===== src/rtl/core/button_chord_decoder_defines.svh =====
// ----------------------------------------------------------------------------
// button_chord_decoder_defines
// Assertion macros for the button chord decoder.
// ----------------------------------------------------------------------------
`ifndef BUTTON_CHORD_DECODER_DEFINES_SVH
`define BUTTON_CHORD_DECODER_DEFINES_SVH

`ifndef SYNTH
`define BCD_ASSERT_NOW(label, clk, rst_n, ante, cons) \
  label: assert property (@(posedge clk) disable iff (!rst_n) (ante) |-> (cons)) \
    else $error("bcd assertion failed");
`define BCD_ASSERT_NEXT(label, clk, rst_n, ante, cons) \
  label: assert property (@(posedge clk) disable iff (!rst_n) (ante) |=> (cons)) \
    else $error("bcd assertion failed");
`else
`define BCD_ASSERT_NOW(label, clk, rst_n, ante, cons)
`define BCD_ASSERT_NEXT(label, clk, rst_n, ante, cons)
`endif

`endif


===== src/rtl/core/bcd_pkg.sv =====
// ----------------------------------------------------------------------------
// bcd_pkg
// Shared widths, phase codes and register indexes of the chord decoder.
// ----------------------------------------------------------------------------
package bcd_pkg;

  localparam int PIN_W    = 3;
  localparam int NOW_W    = 32;
  localparam int MASK_W   = 9;
  localparam int BYTE_W   = 8;
  localparam int WINDOW_W = 16;
  localparam int HELD_W   = 4;
  localparam int CYC_W    = 2;
  localparam int PHASE_W  = 3;
  localparam int CFG_IDX_W = 1;

  typedef logic [PHASE_W-1:0]  phase_t;
  typedef logic [MASK_W-1:0]   mask_t;
  typedef logic [BYTE_W-1:0]   byte_t;
  typedef logic [WINDOW_W-1:0] window_t;
  typedef logic [CFG_IDX_W-1:0] cfg_idx_t;

  localparam phase_t PH_IDLE    = 3'd0;
  localparam phase_t PH_WAIT    = 3'd1;
  localparam phase_t PH_CHORD13 = 3'd2;
  localparam phase_t PH_LATCH   = 3'd3;
  localparam phase_t PH_HOLD    = 3'd4;
  localparam phase_t PH_CHORD12 = 3'd5;
  localparam phase_t PH_CHORD23 = 3'd6;

  localparam cfg_idx_t REG_CHORD_WINDOW = 1'd0;
  localparam cfg_idx_t REG_CYCLE_MODE   = 1'd1;

  localparam window_t CHORD_WINDOW_RST = 16'd200;

  localparam logic [HELD_W-1:0] HELD_CHORD13 = 4'd0;
  localparam logic [HELD_W-1:0] HELD_BTN1    = 4'd1;
  localparam logic [HELD_W-1:0] HELD_BTN2    = 4'd2;
  localparam logic [HELD_W-1:0] HELD_BTN3    = 4'd3;
  localparam logic [HELD_W-1:0] HELD_CHORD12 = 4'd4;
  localparam logic [HELD_W-1:0] HELD_CHORD23 = 4'd5;
  localparam logic [HELD_W-1:0] HELD_CYC0    = 4'd6;

endpackage


===== src/rtl/core/button_chord_decoder.sv =====
// ----------------------------------------------------------------------------
// button_chord_decoder
// Turns active-low button samples into chorded logical buttons and HID bytes.
// ----------------------------------------------------------------------------
// Usage:
//   in_*  : one beat per pin sample (pin_levels, now_ms), valid/ready.
//   out_* : one beat per sample: logical mask and report bytes 0, 1, 3.
//   cfg_* : write port; index 0 is the chord window in ms, index 1 the
//           cycle-mode flag. Write only while no beat is in flight.
// The phase update and the report packing are combinational and sit
// between the input port and the output register. Throughput is one
// beat per cycle; in_ready stays high while the output register is
// empty or being drained in the same cycle.
// When the receiver stalls, the output beat is held and in_ready drops
// until it is taken; no sample is lost or repeated.
// Reset (rst_n low, synchronous) returns the phase to idle, clears the
// press time, held button and cycle index, sets the window to 200 ms,
// clears cycle mode and empties the output register.
// ----------------------------------------------------------------------------
`include "button_chord_decoder_defines.svh"

module button_chord_decoder #(
  parameter int TIME_WIDTH = 32
) (
  input  logic                    clk,
  input  logic                    rst_n,
  input  logic                    cfg_we,
  input  bcd_pkg::cfg_idx_t       cfg_index,
  input  bcd_pkg::window_t        cfg_data,
  input  logic                    in_valid,
  output logic                    in_ready,
  input  logic [2:0]              in_pin_levels,
  input  logic [31:0]             in_now_ms,
  output logic                    out_valid,
  input  logic                    out_ready,
  output bcd_pkg::mask_t          out_button_mask,
  output bcd_pkg::byte_t          out_report_byte0,
  output bcd_pkg::byte_t          out_report_byte1,
  output bcd_pkg::byte_t          out_report_byte3
);
  import bcd_pkg::*;

  typedef logic [TIME_WIDTH-1:0] time_t;

  window_t             window_r;
  logic                cycle_mode_r;
  phase_t              phase_r, phase_nxt;
  time_t               press_time_r, press_time_nxt;
  logic [HELD_W-1:0]   held_r, held_nxt;
  logic [CYC_W-1:0]    cyc_r, cyc_nxt;

  logic                out_valid_r;
  mask_t               mask_r, mask_nxt;
  byte_t               b0_r, b0_nxt, b1_r, b1_nxt, b3_r, b3_nxt;

  logic                in_accept;
  logic [PIN_W-1:0]    pins;
  logic [MASK_W-1:0]   raw_m;
  time_t               now_t, elapsed;
  logic                timed_out;
  logic [HELD_W-1:0]   cyc_held;

  assign in_ready  = !out_valid_r || out_ready;
  assign in_accept = in_valid && in_ready;

  assign pins      = ~in_pin_levels;
  assign raw_m     = {5'b0, pins, 1'b0};
  assign now_t     = TIME_WIDTH'(in_now_ms);
  assign elapsed   = now_t - press_time_r;
  assign timed_out = elapsed > TIME_WIDTH'(window_r);
  assign cyc_held  = HELD_CYC0 + HELD_W'(cyc_r);

  always_comb begin
    phase_nxt      = phase_r;
    press_time_nxt = press_time_r;
    held_nxt       = held_r;
    cyc_nxt        = cyc_r;
    mask_nxt       = raw_m;
    unique case (phase_r)
      PH_IDLE: begin
        if (pins != '0) begin
          phase_nxt      = PH_WAIT;
          press_time_nxt = now_t;
          mask_nxt       = '0;
        end
      end
      PH_WAIT: begin
        priority if (timed_out) begin
          phase_nxt = PH_LATCH;
        end else if (pins[0] && pins[2]) begin
          phase_nxt = PH_CHORD13;
        end else if (pins[0] && pins[1]) begin
          phase_nxt = PH_CHORD12;
        end else if (pins[1] && pins[2]) begin
          phase_nxt = PH_CHORD23;
        end else begin
          phase_nxt = PH_WAIT;
        end
        mask_nxt = '0;
      end
      PH_CHORD13: begin
        mask_nxt  = (raw_m & 9'h004) | 9'h001;
        phase_nxt = PH_HOLD;
        held_nxt  = HELD_CHORD13;
      end
      PH_LATCH: begin
        phase_nxt = PH_HOLD;
        priority if (pins[0]) begin
          held_nxt = HELD_BTN1;
        end else if (pins[1]) begin
          if (cycle_mode_r) begin
            if (cyc_held < HELD_W'(MASK_W)) begin
              mask_nxt = raw_m | (mask_t'(1) << cyc_held);
            end
            held_nxt = cyc_held;
            unique case (cyc_r)
              2'd0:    cyc_nxt = 2'd1;
              2'd1:    cyc_nxt = 2'd2;
              2'd2:    cyc_nxt = 2'd0;
              default: cyc_nxt = 2'd1;
            endcase
          end else begin
            held_nxt = HELD_BTN2;
          end
        end else begin
          held_nxt = HELD_BTN3;
        end
      end
      PH_HOLD: begin
        if (pins == '0) begin
          phase_nxt = PH_IDLE;
        end
        mask_nxt = (held_r < HELD_W'(MASK_W)) ? (mask_t'(1) << held_r) : '0;
      end
      PH_CHORD12: begin
        mask_nxt  = 9'h010;
        phase_nxt = PH_HOLD;
        held_nxt  = HELD_CHORD12;
      end
      PH_CHORD23: begin
        mask_nxt  = 9'h020;
        phase_nxt = PH_HOLD;
        held_nxt  = HELD_CHORD23;
      end
      default: begin
      end
    endcase
  end

  // report packing
  always_comb begin
    if (cycle_mode_r) begin
      b0_nxt = {2'b0, mask_nxt[6], mask_nxt[7], 1'b0, mask_nxt[8], mask_nxt[1], mask_nxt[0]};
      b1_nxt = {3'b0, mask_nxt[5], 3'b0, mask_nxt[4]};
      b3_nxt = {5'b0, mask_nxt[3], 2'b0};
    end else begin
      b0_nxt = {2'b0, mask_nxt[3], mask_nxt[2], 1'b0, mask_nxt[1], mask_nxt[5], mask_nxt[0]};
      b1_nxt = '0;
      b3_nxt = {5'b0, mask_nxt[4], 2'b0};
    end
  end

  always_ff @(posedge clk) begin
    if (!rst_n) begin
      window_r     <= CHORD_WINDOW_RST;
      cycle_mode_r <= 1'b0;
      phase_r      <= PH_IDLE;
      press_time_r <= '0;
      held_r       <= '0;
      cyc_r        <= '0;
      out_valid_r  <= 1'b0;
    end else begin
      if (cfg_we) begin
        unique case (cfg_index)
          REG_CHORD_WINDOW: window_r     <= cfg_data;
          REG_CYCLE_MODE:   cycle_mode_r <= cfg_data[0];
          default: begin
          end
        endcase
      end
      if (in_accept) begin
        phase_r      <= phase_nxt;
        press_time_r <= press_time_nxt;
        held_r       <= held_nxt;
        cyc_r        <= cyc_nxt;
      end
      out_valid_r <= in_accept || (out_valid_r && !out_ready);
    end
  end

  always_ff @(posedge clk) begin
    if (in_accept) begin
      mask_r <= mask_nxt;
      b0_r   <= b0_nxt;
      b1_r   <= b1_nxt;
      b3_r   <= b3_nxt;
    end
  end

  assign out_valid        = out_valid_r;
  assign out_button_mask  = mask_r;
  assign out_report_byte0 = b0_r;
  assign out_report_byte1 = b1_r;
  assign out_report_byte3 = b3_r;

  `BCD_ASSERT_NEXT(a_press_starts_wait, clk, rst_n, in_accept && phase_r == PH_IDLE && in_pin_levels != 3'b111, phase_r == PH_WAIT)
  `BCD_ASSERT_NEXT(a_release_ends_hold, clk, rst_n, in_accept && phase_r == PH_HOLD && in_pin_levels == 3'b111, phase_r == PH_IDLE)
  `BCD_ASSERT_NOW(a_cycle_index_range, clk, rst_n, 1'b1, cyc_r != 2'd3)
  `BCD_ASSERT_NOW(a_mask_bits_bounded, clk, rst_n, out_valid_r, $countones(mask_r) <= 4)

endmodule


===== config.mk =====
export PLATFORM = sky130hd
export DESIGN_NAME = button_chord_decoder
export DESIGN_NICKNAME = d
export VERILOG_FILES = /design/src/rtl/core/bcd_pkg.sv /design/src/rtl/core/button_chord_decoder.sv
export VERILOG_INCLUDE_DIRS = /design/src /design/src/rtl/core
export SDC_FILE = /design/constraint.sdc
export NUM_CORES = 1
export LEC_CHECK = 0
export BUFFER_PORTS_ARGS = -buffer_cell sky130_fd_sc_hd__buf_2
export CAP_MARGIN = 30
export CORE_ASPECT_RATIO = 1.75
export CORE_UTILIZATION = 30
export DETAILED_ROUTE_END_ITERATION = 8
export SLEW_MARGIN = 30
export SYNTH_ARGS = -nofsm -noshare
export SYNTH_HDL_FRONTEND = slang
export SYNTH_SLANG_ARGS = --single-unit
export TNS_END_PERCENT = 50

===== constraint.sdc =====
create_clock -name clk -period 10.7 [get_ports clk]
set_input_delay 1.605 -clock clk [delete_from_list [all_inputs] [get_ports clk]]
set_output_delay 1.605 -clock clk [all_outputs]
set_load 0.005 [all_outputs]

======== Yosys cells after proc, flatten, opt, wreduce, memory -nomap -nowiden ========
Cells that the tools add are included.
word-level totals
  register bits ........................... 92
  bits of input ports ..................... 57
  output and inout port bits .............. 35
  word-level logic and storage cells ...... 75
cells by class
  reduce and logical (&&, ||, !) cells .... 21
  multiplexer cells ....................... 21
  equal/unequal tests ..................... 10
  shift-type cells ........................ 2
  bitwise operators ....................... 4
  add/subtract/negate cells ............... 2
  $lt $le $gt $ge ......................... 3
operators with widths
  cell                   number
  $pmux W9 S7            1
  $mux W9                5
  $gt A32 B16 Y1         1
  $sub A32 B32 Y32       1
  $mux W3                7
  $shl A1 B4 Y9 const A  2
  $mux W4                4
  $pmux W4 S4            1
  $pmux W3 S4            1
  $eq A3 B3 Y1 const B   3
  $or A4 B9 Y9           1
  $lt A4 B4 Y1 const B   2
  $reduce_bool A4 Y1     2
  $eq A3 B2 Y1 const B   2
  $logic_not A3 Y1       2
  $mux W6                1
  $reduce_and A2 Y1      3
  $logic_and A1 B1 Y1    5
  $reduce_and A5 Y1      1
  $add A3 B2 Y4 const A  1
  $ne A2 B2 Y1 const B   2
  $pmux W2 S2            1
  $reduce_and A4 Y1      1
  $reduce_or A4 Y1       1
  other kinds (9)        12

======== Depth between registers and ports, before layout ========
Gate-level depths: netlist of the first run.
  depth after elaboration ................. 9
  gate-level depth with buffers ........... 20
  gate-level depth less buffers ........... 20

======== Worst setup path before layout of the first run ========
OpenSTA, ideal clock, no wires.
  path kind ............................... input-to-reg
  start ................................... input port in_now_ms[0]
  end ..................................... register phase_r[0]
  buffers on the path ..................... 0
  cell stages on the path ................. 18
  data arrival time ....................... 4.785 ns
  slack ................................... 5.783 ns
  required time ........................... 10.567 ns
  cells stage by stage .................... inv_1 ha_1 fa_1 nor2b_1 o2111ai_1 a21oi_1 o21ai_0 nand2b_1 xor2_1 ha_1 nand4_1 nor4_1 nor3_1 a211oi_1 and3_1 nand2_1 nor4_2 a31oi_1
on the way
  word-level cells in the longest chain between the ends .. 4
ends and longest elaborated chain
  element                 RTL line                     text
  start: declaration      button_chord_decoder.sv:33   input logic [31:0] in_now_ms,
  $sub A32 B32 Y32        button_chord_decoder.sv:69   assign elapsed = now_t - press_time_r;
  $gt A32 B16 Y1          button_chord_decoder.sv:70   assign timed_out = elapsed > TIME_WIDTH'(window_r);
  $mux W3                 button_chord_decoder.sv:88   priority if (timed_out) begin
  $pmux W3 S4             button_chord_decoder.sv:79   unique case (phase_r)
  end signal: assignment  button_chord_decoder.sv:182  phase_r <= phase_nxt;
  end: declaration        button_chord_decoder.sv:47   phase_t phase_r, phase_nxt;
No other way between the ends.
A chain may end at the register's enable or synchronous reset.

======== Worst setup path in the final report of the first run ========
Same ends and word-level chain as after synthesis.

==> impl_metrics.ini, run 1 <==
[flow_run]
number_of_max_capacitance_violations_reported = 0

[floorplanning]
die_width_um = 106.2
die_area_um2 = 19580
io_pins = 92
overall_die_height_um = 184.4
initial_utilization_pct = 30.69
num_rows = 66
coreArea_um2 = 18580

[power_and_ir_drop]
power.share.switching_pct = 35.53
seq_power_share_pct = 35.4
switchingPower_uw = 316.2
internal_power_uw = 573.7
clkPwrFrac_pct = 34.7
p_comb_share_pct = 29.9
report.power.total_uw = 889.8
power-per-cell-area_nw_per_um2 = 136.5
static_leakage_power_uw = 0.002556
ir_worst_vdd_v = 0.00007702

[logic_synthesis]
synth_most_common_cell = sky130_fd_sc_hd__nand2_1
synth.area.top_cells = sky130_fd_sc_hd__dfxtp_1, sky130_fd_sc_hd__ha_1, sky130_fd_sc_hd__nand2_1
synth_top_flop_cell = sky130_fd_sc_hd__dfxtp_1
post-synth-top-area-fraction_pct = 20.72
synthesis.area_um2 = 5702
synthArstFlopShare_pct = 0
yosys_warnings = 0
synth_top_cells_by_count = sky130_fd_sc_hd__nand2_1, sky130_fd_sc_hd__a21oi_1, sky130_fd_sc_hd__inv_1, sky130_fd_sc_hd__dfxtp_1, sky130_fd_sc_hd__ha_1
synth.lib_cells_used.distinct = 82
synth-seq-area-share_pct = 29.14
synth_enable_flop_cells = 16
post_synth_inst_count = 749
synth_seq_cells = 75
yosys.area.top_type = sky130_fd_sc_hd__dfxtp_1
synth_area_per_cell_um2 = 7.612

[layout]
num-nets-final = 918
fin_util_pct = 35.09
layoutNonFillerInstCount = 1050
final_layout_size_suffix_gt1_share_pct = 15.02
diodes = 0
area_growth_pct = 14.35

[clock_tree]
numCtsBuffers = 9
worst_skew_pair.late_latency_ns = 0.35
cts_tree = built
cts_hold_repair.buffers = 0
clock_sink_count = 75
cts_max_path_buffers = 2
cts.root.buffer_cell = sky130_fd_sc_hd__clkbuf_16
cts_setup_buffers = 0
clk_pin_slew_worst_paths_ns = 0.06
depth_of_the_cts_h_tree = 3
post_cts_resize_count = 0

[timing]
fin_worst_hold_slack_ns = 0.4538
unrepaired_setup_endpoints_after_global_routing = no
setup_violations = 0
max_clock_freq_mhz = 193.5
timing_worst_slew_pin_value_ns = 0.7970
setup_tns_ns = 0
timing.final.hold_violations = 0
min_period_ns = 5.169
part_of_the_cycle_the_worst_path_needs_pct = 48.31
final-max-slew-violation-count = 0
worst_slew_margin_rel_pct = 46.72
fin_skew_ns = 0.008150

[placement]
post-place-cells = 1034
gp_routability_congestion = 0.9166
io_buffers = 75
post-dp-hpwl_mm = 12.67

[hold_path]
min_from = press_time_r[19]$_SDFFE_PN0P_
min-delay-path-class = register to register
timing.hold.worst_endpoint = press_time_r[19]$_SDFFE_PN0P_
timing.hold.worst_path_depth = 2

[grt]
grt.total_usage_pct = 16.71
grt_antenna_before_repair = 0
grt_max_degree = 56
overflow = 0
number_of_global_route_vias_before_repair = 5145
grt_first_pass_wirelength_mm = 25.43

[routing]
detail_route.vias_per_cell = 5.179
num_vias = 5438
drt_wl_total_mm = 16.01
detail_route.first_pass.iterations = 5
drt.antenna.violating_nets = 0
dr.first_iter.drc_count = 213
post-route-drc-count = 0
wire_per_inst_um = 15.24

[setup_path]
crit_path_start_kind = input pin
criticalPathCategory = input pin to register
reg2reg_to = phase_r[0]$_SDFFE_PN0P_
worst-endpoint-required_ns = 10.92
critical_path.reg2reg.startpoint = press_time_r[1]$_SDFFE_PN0P_
critPathMaxFanout = 5
crit_arrival_ns = 5.39
timing.reg2reg.worst_path_depth = 18
ff2ff_setup_slack_ns = 6.59
endpoint_kind = register

[run_status]
outcome = finished, final reports clean
[power groups by stage]
stage,Combinational [µW],Clock [µW],Sequential [µW]
6_report,266,309,315
5_1_grt,298,329,317
4_1_cts,265,317,315
3_5_place_dp,264,0,321
3_3_place_gp,262,0,321
2_1_floorplan,198,0,318
[how the worst max path moves through the flow]
stage / start / to / slack [ns] / depth (start not counted)
after floorplan: in_now_ms[0] / phase_r[0]$_SDFFE_PN0P_ / 5.78 / 18
after global placement: in_now_ms[0] / phase_r[0]$_SDFFE_PN0P_ / 5.40 / 19
after detailed placement: in_now_ms[0] / phase_r[0]$_SDFFE_PN0P_ / 5.22 / 19
after CTS: in_now_ms[0] / phase_r[0]$_SDFFE_PN0P_ / 5.55 / 19
after global routing: in_now_ms[0] / phase_r[0]$_SDFFE_PN0P_ / 5.10 / 19
final: in_now_ms[0] / phase_r[0]$_SDFFE_PN0P_ / 5.53 / 19
[worst max-delay path: stages]
cell and delay (ns):
sky130_fd_sc_hd__buf_2 0.09, sky130_fd_sc_hd__inv_1 0.04, sky130_fd_sc_hd__ha_1 0.22, sky130_fd_sc_hd__fa_1 0.40, sky130_fd_sc_hd__nor2b_1 0.18, sky130_fd_sc_hd__o2111ai_1 0.16
sky130_fd_sc_hd__a21oi_1 0.40, sky130_fd_sc_hd__o21ai_0 0.17, sky130_fd_sc_hd__nand2b_1 0.12, sky130_fd_sc_hd__xor2_1 0.07, sky130_fd_sc_hd__ha_1 0.32, sky130_fd_sc_hd__nand4_1 0.15
sky130_fd_sc_hd__nor4_1 0.38, sky130_fd_sc_hd__nor3_1 0.08, sky130_fd_sc_hd__a211oi_1 0.27, sky130_fd_sc_hd__and3_1 0.22, sky130_fd_sc_hd__nand2_1 0.07, sky130_fd_sc_hd__nor4_2 0.32
sky130_fd_sc_hd__a31oi_1 0.12
[layout by cell type (no fill, tap or decap), drive strengths merged, types with 6 or more instances in the layout]
cell	netlist	layout
a21o	6	6
a21oi	96	96
a31oi	10	10
and2	6	6
and3	8	8
buf	25	78
clkbuf	21	9
conb	1	16
dfxtp	59	59
edfxtp	16	16
ha	53	53
inv	65	69
nand2	148	148
nand2b	6	6
nand3	23	23
nand4	9	9
nor2	34	34
nor3	11	11
o211ai	10	10
o21a	6	6
o21ai	29	29
xnor2	11	11
xor2	8	8
[area by class of cell]
type                            instances  area, µm²
Fill cell                            2045      12060
Sequential cell                        75       1662
Clock inverter                          7      80.08
Timing Repair Buffer                   78      397.9
Clock buffer                            9      225.2
Multi-Input combinational cell        577       3607
Tap cell                              238      297.8
Inverter                               66      250.2
[through the flow]
| step | area (µm²) | setup WS, ns |
|---|---|---|
| after floorplan | 5758 | 5.783 |
| after global placement | 6212 | 5.402 |
| after detailed placement | 6215 | 5.216 |
| after CTS | 6520 | 5.554 |
| after global routing | 6520 | 5.096 |
| final | 6520 | 5.531 |
[routing by layer]
| layer | global-route usage, % | vias up | share of wire (%) |
|---|---|---|---|
| li1 | - | 2725 | - |
| met1 | 14.94 | 2511 | 35 |
| met2 | 34.94 | 160 | 58 |
| met3 | 2.475 | 42 | 3.4 |
| met4 | 8.111 | 0 | 3.8 |
| met5 | 0 | - | 0 |
[flip-flops by register name (all words and copies together), names as in the netlist]
name	flops
out_report_byte3	1
phase_r	3
out_report_byte0	4
out_button_mask	9
window_r	16
press_time_r	32
out_valid	1
cycle_mode_r	1
held_r	4
cyc_r	2
out_report_byte1	2
[cell families (layout without fill, tap and decap cells)]
logic type / Yosys count / after routing / share of synthesized area (%)
buffers and inverters: 112 / 160 / 8.580
xor gates and xnor gates: 19 / 19 / 2.919
other: 1 / 16 / 0.06577
and+or+nand+nor: 272 / 272 / 21.86
AOI/OAI and AO/OA: 209 / 209 / 24.12
adders and majority gates: 54 / 54 / 11.98
DFF: 75 / 75 / 29.14
muxes: 7 / 7 / 1.339
(Power assumes the default switching activity.)
==> run 2: changes to the inputs <==
--- a/config.mk
+++ b/config.mk
@@ -6,6 +6,7 @@
 export SDC_FILE = /design/constraint.sdc
 export NUM_CORES = 1
 export LEC_CHECK = 0
+export ABC_AREA = 1
 export BUFFER_PORTS_ARGS = -buffer_cell sky130_fd_sc_hd__buf_2
 export CAP_MARGIN = 30
 export CORE_ASPECT_RATIO = 1.75
==> constraint.sdc (replaced) <==
create_clock -name clk -period 4.4 [get_ports clk]
set_input_delay 0.66 -clock clk [delete_from_list [all_inputs] [get_ports clk]]
set_output_delay 0.66 -clock clk [all_outputs]
set_load 0.005 [all_outputs]
==> run 2 against run 1 <==
Net effect: sequential share of layout area decreased by 1.9 points; hold slack better by 0.0023 ns; first-iteration DRC count increased by 15%; combinational power rose to 3.2 times the previous value; global-route usage increased by 0.70 points; worst setup slack worse by 4.5 ns; synthesized cell count rose by 32%; power grew to 2.7 times the previous value; sequential power increased by 150%; critical path depth increased by 5; final area is 7.9% higher; critical endpoint is now phase_r[2]$_SDFFE_PN0P_; largest cell class unchanged; largest power group is now combinational cells; highest routed layer unchanged.
==> impl_metrics.ini, run 2 <==
[floorplanning]
coreArea_um2 = 20200
initial_utilization_pct = 30.45
overall_die_height_um = 191.4
die_area_um2 = 21110
die_width_um = 110.3
io_pins = 92
num_rows = 69

[logic_synthesis]
synth.area.top_cells = sky130_fd_sc_hd__dfxtp_1, sky130_fd_sc_hd__nand2_1, sky130_fd_sc_hd__inv_1
synthArstFlopShare_pct = 0
post-synth-top-area-fraction_pct = 19.20
synth_most_common_cell = sky130_fd_sc_hd__nand2_1
synth_area_per_cell_um2 = 6.214
synth_seq_cells = 75
synth_top_cells_by_count = sky130_fd_sc_hd__nand2_1, sky130_fd_sc_hd__inv_1, sky130_fd_sc_hd__a21oi_1, sky130_fd_sc_hd__nor2_1, sky130_fd_sc_hd__o21ai_0
synth-seq-area-share_pct = 27.01
synth_top_flop_cell = sky130_fd_sc_hd__dfxtp_1
synth.lib_cells_used.distinct = 35
synthesis.area_um2 = 6152
synth_enable_flop_cells = 16
yosys.area.top_type = sky130_fd_sc_hd__dfxtp_1
post_synth_inst_count = 990
yosys_warnings = 0

[setup_path]
ff2ff_setup_slack_ns = 1.14
criticalPathCategory = input pin to register
crit_path_start_kind = input pin
critPathMaxFanout = 3
timing.critical_path.to = phase_r[2]$_SDFFE_PN0P_
reg2reg_to = phase_r[2]$_SDFFE_PN0P_
worst-endpoint-required_ns = 4.68
worstSetupStartpoint = in_now_ms[0]
critical_path.reg2reg.startpoint = press_time_r[0]$_SDFFE_PN0P_
timing.reg2reg.worst_path_depth = 22
endpoint_kind = register
crit_arrival_ns = 3.68

[power_and_ir_drop]
power-per-cell-area_nw_per_um2 = 342.5
p_comb_share_pct = 35.9
seq_power_share_pct = 32.1
internal_power_uw = 1504
report.power.total_uw = 2409
static_leakage_power_uw = 0.003782
ir_worst_vdd_v = 0.0001492
power.share.switching_pct = 37.56
clkPwrFrac_pct = 32.1
switchingPower_uw = 904.6

[timing]
setup_violations = 0
timing.final.hold_violations = 0
fin_skew_ns = 0.007953
final-max-slew-violation-count = 0
part_of_the_cycle_the_worst_path_needs_pct = 77.17
unrepaired_setup_endpoints_after_global_routing = no
setup_tns_ns = 0
min_period_ns = 3.395
fin_worst_hold_slack_ns = 0.4560
worst_slew_margin_rel_pct = 40.82
max_clock_freq_mhz = 294.5
timing_worst_slew_pin_value_ns = 0.8877

[layout]
mostFrequentLayoutCells = sky130_fd_sc_hd__nand2_1, sky130_fd_sc_hd__inv_1, sky130_fd_sc_hd__a21oi_1, sky130_fd_sc_hd__nor2_1, sky130_fd_sc_hd__buf_2
diodes = 0
area_growth_pct = 14.32
largest_register_ff_count = 32
nFillCells = 2255
mostFrequentLayoutCell = sky130_fd_sc_hd__nand2_1
num-nets-final = 1171
largest_register = press_time_r
final_layout_size_suffix_gt1_share_pct = 12.11

[routing]
dr.first_iter.drc_count = 245
num_vias = 5955
detail_route.first_pass.iterations = 4
detail_route.vias_per_cell = 4.535
wire_per_inst_um = 12.96
drt.antenna.violating_nets = 0
drt_wl_total_mm = 17.01
post-route-drc-count = 0

[grt]
grt.total_usage_pct = 17.40
grt_max_degree = 56
grt_antenna_before_repair = 0
grt_first_pass_wirelength_mm = 27.51
number_of_global_route_vias_before_repair = 5793
overflow = 0

[clock_tree]
post_cts_resize_count = 0
clk_pin_slew_worst_paths_ns = 0.06
clock_sink_count = 75
cts.root.buffer_cell = sky130_fd_sc_hd__clkbuf_16
cts_max_path_buffers = 2
depth_of_the_cts_h_tree = 3
cts_setup_buffers = 0
cts_hold_repair.buffers = 0
cts_tree = built
numCtsBuffers = 9
worst_skew_pair.late_latency_ns = 0.35

[run_status]
outcome = finished, final reports clean

[hold_path]
min-delay-path-class = register to register

[placement]
post-dp-hpwl_mm = 14.17
gp_routability_congestion = 0.9143
io_buffers = 75

[flow_run]
number_of_max_capacitance_violations_reported = 0
[run 2: layer usage]
layer  vias to the layer above  wire length, µm  global-route usage (%)
li1                       3174                -                       -
met1                      2599             5839                   15.51
met2                       130             9473                   33.64
met3                        52              483                   2.693
met4                         0             1214                   12.90
met5                         -                0                       0
[run 2: cell families after synthesis]
family | after synthesis | synth area share (%)
and+or+nand+nor | 445 | 30.38
buffers and inverters | 244 | 15.92
other | 1 | 0.06095
xor gates and xnor gates | 16 | 2.278
AOI/OAI and AO/OA | 155 | 13.24
adders and majority gates | 54 | 11.10
DFF | 75 | 27.01
[run 2: layout make-up]
type,instances,area (µm²),area share (%)
clock buffers,10,229.0,3.256
well taps,248,310.3,4.412
flip-flops and latches,75,1662,23.63
multi-input cells,686,3570,50.76
inverters,212,795.8,11.31
clock inverters,6,71.32,1.014
repair buffers,76,395.4,5.622
[run 2: power by group through the flow]
stage               clock (µW)  combinational (µW)  sequential [µW]
finish                     773                 864              772
global route               822                 990              779
floorplan                    0                 633              784
global placement             0                 851              786
detailed placement           0                 865              788
CTS                        800                 869              772
[run 2: critical path, stage by stage]
cell,delay [ns]
sky130_fd_sc_hd__buf_2,0.07
sky130_fd_sc_hd__inv_1,0.04
sky130_fd_sc_hd__ha_1,0.24
sky130_fd_sc_hd__fa_1,0.42
sky130_fd_sc_hd__inv_1,0.11
sky130_fd_sc_hd__nand3_1,0.07
sky130_fd_sc_hd__nand3_1,0.13
sky130_fd_sc_hd__nand2_1,0.06
sky130_fd_sc_hd__nand2_1,0.18
sky130_fd_sc_hd__xor2_1,0.32
sky130_fd_sc_hd__ha_1,0.30
sky130_fd_sc_hd__nand4_1,0.07
sky130_fd_sc_hd__nor2_1,0.06
sky130_fd_sc_hd__nand2_1,0.06
sky130_fd_sc_hd__nand2_1,0.05
sky130_fd_sc_hd__nand2_1,0.05
sky130_fd_sc_hd__nand3_1,0.06
sky130_fd_sc_hd__nor2_1,0.11
sky130_fd_sc_hd__nand2_1,0.06
sky130_fd_sc_hd__nor2_1,0.19
sky130_fd_sc_hd__nand3_1,0.10
sky130_fd_sc_hd__nand2_1,0.07
sky130_fd_sc_hd__nand2_1,0.06
sky130_fd_sc_hd__a21oi_2,0.13
[run 2: how the worst min path moves through the flow]
stage / cells after the start / startpoint / endpoint
3_5_place_dp: 2 / press_time_r[16]$_SDFFE_PN0P_ / press_time_r[16]$_SDFFE_PN0P_
5_1_grt: 2 / press_time_r[6]$_SDFFE_PN0P_ / press_time_r[6]$_SDFFE_PN0P_
6_report: 2 / press_time_r[16]$_SDFFE_PN0P_ / press_time_r[16]$_SDFFE_PN0P_
4_1_cts: 2 / press_time_r[26]$_SDFFE_PN0P_ / press_time_r[26]$_SDFFE_PN0P_
2_1_floorplan: 2 / press_time_r[10]$_SDFFE_PN0P_ / press_time_r[10]$_SDFFE_PN0P_
3_3_place_gp: 2 / press_time_r[27]$_SDFFE_PN0P_ / press_time_r[27]$_SDFFE_PN0P_
[run 2: metrics by stage]
step	util, %	cells	instance area, µm²	worst slack (ns)
3_3_place_gp	33.23	1296	6713	0.6950
5_1_grt	34.81	1313	7033	0.6998
2_1_floorplan	-	1005	6208	1.261
3_5_place_dp	33.33	1297	6733	0.6702
6_report	34.81	1313	7033	1.005
4_1_cts	34.81	1313	7033	1.021
